File: src/hw/rtl/ftad_pkg.sv
// Shared types, constants and the division step for the fat tree address decoder.
// Used by ftad_cell and fat_tree_address_decoder_unit.
`default_nettype none
package ftad_pkg;

    localparam int MAX_DEPTH      = 8;
    localparam int ADDR_W         = 32;
    localparam int STEPS_PER_CELL = 4;
    localparam int CELLS_PER_LVL  = ADDR_W / STEPS_PER_CELL;
    localparam int NUM_CELLS      = MAX_DEPTH * CELLS_PER_LVL;

    typedef enum logic [2:0] {
        REG_TREE_DEPTH  = 3'd0,
        REG_TOP_DOWN    = 3'd1,
        REG_MID_DOWN    = 3'd2,
        REG_MID_UP      = 3'd3,
        REG_RACK_DOWN   = 3'd4,
        REG_RACK_UP     = 3'd5,
        REG_OWN_ADDRESS = 3'd6
    } t_reg_index;

    // One long division in flight: dividend bits leave the top of word,
    // quotient bits enter at the bottom.
    typedef struct packed {
        logic [ADDR_W-1:0] word;
        logic [7:0]        rem;
    } t_lane;

    typedef struct packed {
        logic       valid;
        logic [2:0] query_level;
        logic [3:0] match_depth;
        logic [7:0] level_index;
        logic [7:0] path_digit;
        logic       same_subtree;
        t_lane      dst;
        t_lane      own;
        t_lane      pth;
    } t_item;

    // Per-level setup handed to the cells of that level
    typedef struct packed {
        logic [7:0] down_div;
        logic [3:0] down_level;
        logic       down_active;
        logic [7:0] up_div;
        logic [3:0] up_level;
        logic       up_active;
    } t_level_cfg;

    function automatic t_lane ftad_divide(input t_lane a, input logic [7:0] div);
        t_lane      r;
        logic [8:0] part;
        r = a;
        for (int s = 0; s < STEPS_PER_CELL; s++) begin
            part   = {r.rem, r.word[ADDR_W-1]};
            r.word = {r.word[ADDR_W-2:0], 1'b0};
            if (part >= {1'b0, div}) begin
                part      = part - {1'b0, div};
                r.word[0] = 1'b1;
            end
            r.rem = part[7:0];
        end
        return r;
    endfunction

endpackage
`default_nettype wire

File: src/hw/rtl/ftad_cell.sv
// One cell of the decode chain: a few restoring division steps on three lanes.
// The last cell of a level also picks up the level's digits. Depends on ftad_pkg.
`default_nettype none
module ftad_cell
    import ftad_pkg::*;
#(
    parameter bit LAST = 1'b0
) (
    input  wire        i_clk,
    input  wire        i_rst_n,
    input  wire        i_en,
    input  t_level_cfg i_cfg,
    input  t_item      i_item,
    output t_item      o_item
);

    t_item r_item;
    t_item n_item;

    always_comb begin
        n_item     = i_item;
        n_item.dst = ftad_divide(i_item.dst, i_cfg.down_div);
        n_item.own = ftad_divide(i_item.own, i_cfg.down_div);
        n_item.pth = ftad_divide(i_item.pth, i_cfg.up_div);
        if (LAST) begin
            if (i_cfg.down_active) begin
                if (i_cfg.down_level == {1'b0, i_item.query_level}) begin
                    n_item.level_index = n_item.dst.rem;
                end
                if (i_cfg.down_level < i_item.match_depth &&
                    n_item.dst.rem != n_item.own.rem) begin
                    n_item.same_subtree = 1'b0;
                end
            end
            if (i_cfg.up_active &&
                i_cfg.up_level == {1'b0, i_item.query_level}) begin
                n_item.path_digit = n_item.pth.rem;
            end
            // quotient moves on as the next level's dividend
            n_item.dst.rem = '0;
            n_item.own.rem = '0;
            n_item.pth.rem = '0;
        end
    end

    always_ff @(posedge i_clk) begin
        if (!i_rst_n) begin
            r_item.valid <= 1'b0;
        end else if (i_en) begin
            r_item <= n_item;
        end
    end

    assign o_item = r_item;

endmodule
`default_nettype wire

File: config.mk
export PLATFORM = sky130hd
export DESIGN_NAME = ftad_cell
export DESIGN_NICKNAME = d
export VERILOG_FILES = /design/src/hw/rtl/ftad_pkg.sv /design/src/hw/rtl/ftad_cell.sv
export SDC_FILE = /design/constraint.sdc
export NUM_CORES = 1
export LEC_CHECK = 0
export BUFFER_PORTS_ARGS = -buffer_cell sky130_fd_sc_hd__clkbuf_2
export CAP_MARGIN = 0
export CORE_ASPECT_RATIO = 1.1
export CORE_MARGIN = 4
export CORE_UTILIZATION = 55
export CTS_BUF_LIST = sky130_fd_sc_hd__clkbuf_8
export DETAILED_ROUTE_END_ITERATION = 6
export PLACE_DENSITY = 0.95
export SYNTH_ARGS = -nofsm -noshare
export SYNTH_HDL_FRONTEND = slang
export SYNTH_SLANG_ARGS = --single-unit
File: constraint.sdc
create_clock -name i_clk -period 14.6 [get_ports i_clk]
set_input_delay 2.92 -clock i_clk [delete_from_list [all_inputs] [get_ports i_clk]]
set_output_delay 2.92 -clock i_clk [all_outputs]
set_load 0.05 [all_outputs]
==> reports/results.ini <==
[route]
met1_length_um = 9560
post_drt_wl_per_cell_um = 20.1
dr_wl_met3_um = 2350
vias = 7650
routed_via_density = 5.82
route.met2.wl_um = 13800
postRouteWirelength_um = 26400
maxUsedRoutingLayer = met5
drt_iter0_drc = 545
postRouteAntennaNets = 0
drc = 0
drt_pass1_iterations = 5

[power]
p_comb_frac = 0.604
ir_worst_vdd_mv = 0.254
p_switching_mw = 1.01
pwr-share-clk = 0.140
seqPwrFrac = 0.256
report.power.total_mw = 2.33
p_per_area_nw_per_um2 = 202
internal-power_mw = 1.31
power.static_leakage_nw = 5.25
switching_share = 0.435

[yosys]
yosysMostFrequentCell = edfxtp_1
synth-seq-cells = 145
ys_seq_area_frac = 0.467
synth_top_area_share = 0.465
async_flop_share = 0
synth_fp_nets = 1059
synth_edf_count = 144
synthTopCellsByArea = edfxtp_1 (46%), ha_1 (13%), mux2_2 (5.8%)
synth_flop_cell = edfxtp_1
syn_area_sq_um = 9300
yosysWarnings = 0
yosysTopAreaCell = edfxtp_1
avgSynthCellArea_sq_um = 12.0
netlist_instances = 777
synthDistinctLibCells = 59
synth_common_cells = edfxtp_1 (144), ha_1 (96), inv_1 (57), a21oi_1 (56), mux2_2 (48)

[clock_network]
cts_tree = yes
cts_buffers = 17
cts_resized = 0
root_buffer = clkbuf_8
h-tree-depth = 4
post_cts_buffers = 0
clkTransAtPathRegs_ns = 0.09
ctsHoldBuffers = 0
clock_sinks = 145
clock_path_buffers = 2
clk-insertion-delay-late_ns = 0.44

[timing]
rsz0062_at_grt = no
fin_crit_sh = 0.827
setup_tns_ns = 0
finalSetupViolCount = 0
max_slew.worst_pin.slew_ns = 0.991
fin_crit_ns = 12.08
slew_headroom = 0.340
hold_viol_final = 0
slew_violations = 0
max_freq_mhz = 82.8
clock_skew_ns = 0

[cells_and_area]
fin_nets = 1380
final_cells = 1315
drive_above_1_share = 0.362
antenna_cells = 0
largest_register_ffs = 145
areaGrowthSynthToFinish_pct = 23.4
final_util = 0.696

[critical_path]
cp_max_fo = 14
critPathSlowestCell = a211oi_2
path_buf_inv = 4
worst_path_largest_cell_delay_ns = 0.70
crit_path_start_kind = input pin
cpLargestDelayFamily = compound AO/OA/AOI/OAI gates
required_ns = 14.79
crit_arrival_ns = 12.27
crit_path_frequent_cell = o21ai_0
rrSetupSlack_ns = 13.99
critPathCaptureType = register
crit_type = input pin to register

[placed_design]
place_inst = 1283
gp_congestion = 0.930
dp_hpwl_um = 20800
io_buffer_count = 308

[floorplanning]
placementRows = 49
ios = 319
start_util = 0.564
core_sq_um = 16500
fp.dieArea_sq_um = 19100
dieHeight_um = 144
die_w_um = 132

[grt]
grt_pass1_vias = 7655
overflow = 0
grt_max_degree = 83
grt_pass1_wl_um = 39400
antenna_found_initial = 2
globalRouteTotalUtil = 0.264

[worst_hold_path]
hp-class = register to register

[run]
max_cap_violations = 0

[status]
run_status = completed

through the flow:
step | worst slack [ns] | hold slack, ns | cell area [sq um]
6_report | 2.52 | 0.546 | 11500
5_1_grt | 1.64 | 0.563 | 11500
4_1_cts | 2.61 | 0.540 | 11500
3_5_place_dp | 2.15 | 0.526 | 11100
3_3_place_gp | 2.60 | 0.505 | 11100
2_1_floorplan | 3.95 | 0.743 | 9300
cell families after synthesis:
logic type,Yosys count,synth area share
compound gates,185,0.134
xor+xnor,59,0.0555
fa+ha+maj,108,0.155
buf+inv,65,0.0268
flops,145,0.467
mux,72,0.0853
simple gates,143,0.0771
path summary, 6_finish.rpt:
path          startpoint           to  depth (start not counted)
max            i_cfg[19]   o_item[46]                         34
min          o_item[144]  o_item[144]                          2
max reg2reg  o_item[144]  o_item[144]                          2
min reg2reg  o_item[144]  o_item[144]                          2
layer usage:
layer | track usage | vias to the layer above
met5 | 0 | -
met4 | 0.0984 | 4
met3 | 0.0713 | 73
met1 | 0.300 | 3605
li1 | - | 3566
met2 | 0.480 | 402
cell usage in the layout, fill, tap and decap left out, drive strengths merged, types with 4 or more instances in the layout:
cell,n
nor2,36
mux2i,17
a21o,29
nor2b,12
nand2,36
clkinv,4
a211o,5
o21bai,8
a21oi,56
and4,4
nor3,11
nand2b,11
a211oi,13
nand3,7
nand4,11
and2,4
xnor2,37
inv,63
o21ai,40
mux2,55
ha,96
o21a,7
clkbuf,326
edfxtp,144
a21boi,5
fa,12
xor2,22
power by group through the flow:
stage / Sequential (mW) / Combinational [mW] / Clock (mW)
after floorplan: 0.814 / 0.886 / 0
after global placement: 0.599 / 1.31 / 0
after detailed placement: 0.603 / 1.37 / 0
after CTS: 0.594 / 1.39 / 0.331
after global routing: 0.600 / 1.52 / 0.347
final: 0.594 / 1.41 / 0.326
layout make-up:
type	count	area, sq um
fill	1152	5010
multi-input combinational	567	4710
clock inverter	14	158
tap	204	255
clock buffer	18	248
sequential	145	4340
inverter	58	218
timing repair buffer	309	1550
worst register-to-register path: stages, from the launching register on:
cell     delay, ns
dfxtp_1       0.32
mux2i_1       0.12
nor2b_1       0.06
No activity file was read; power rests on OpenSTA's default activity.
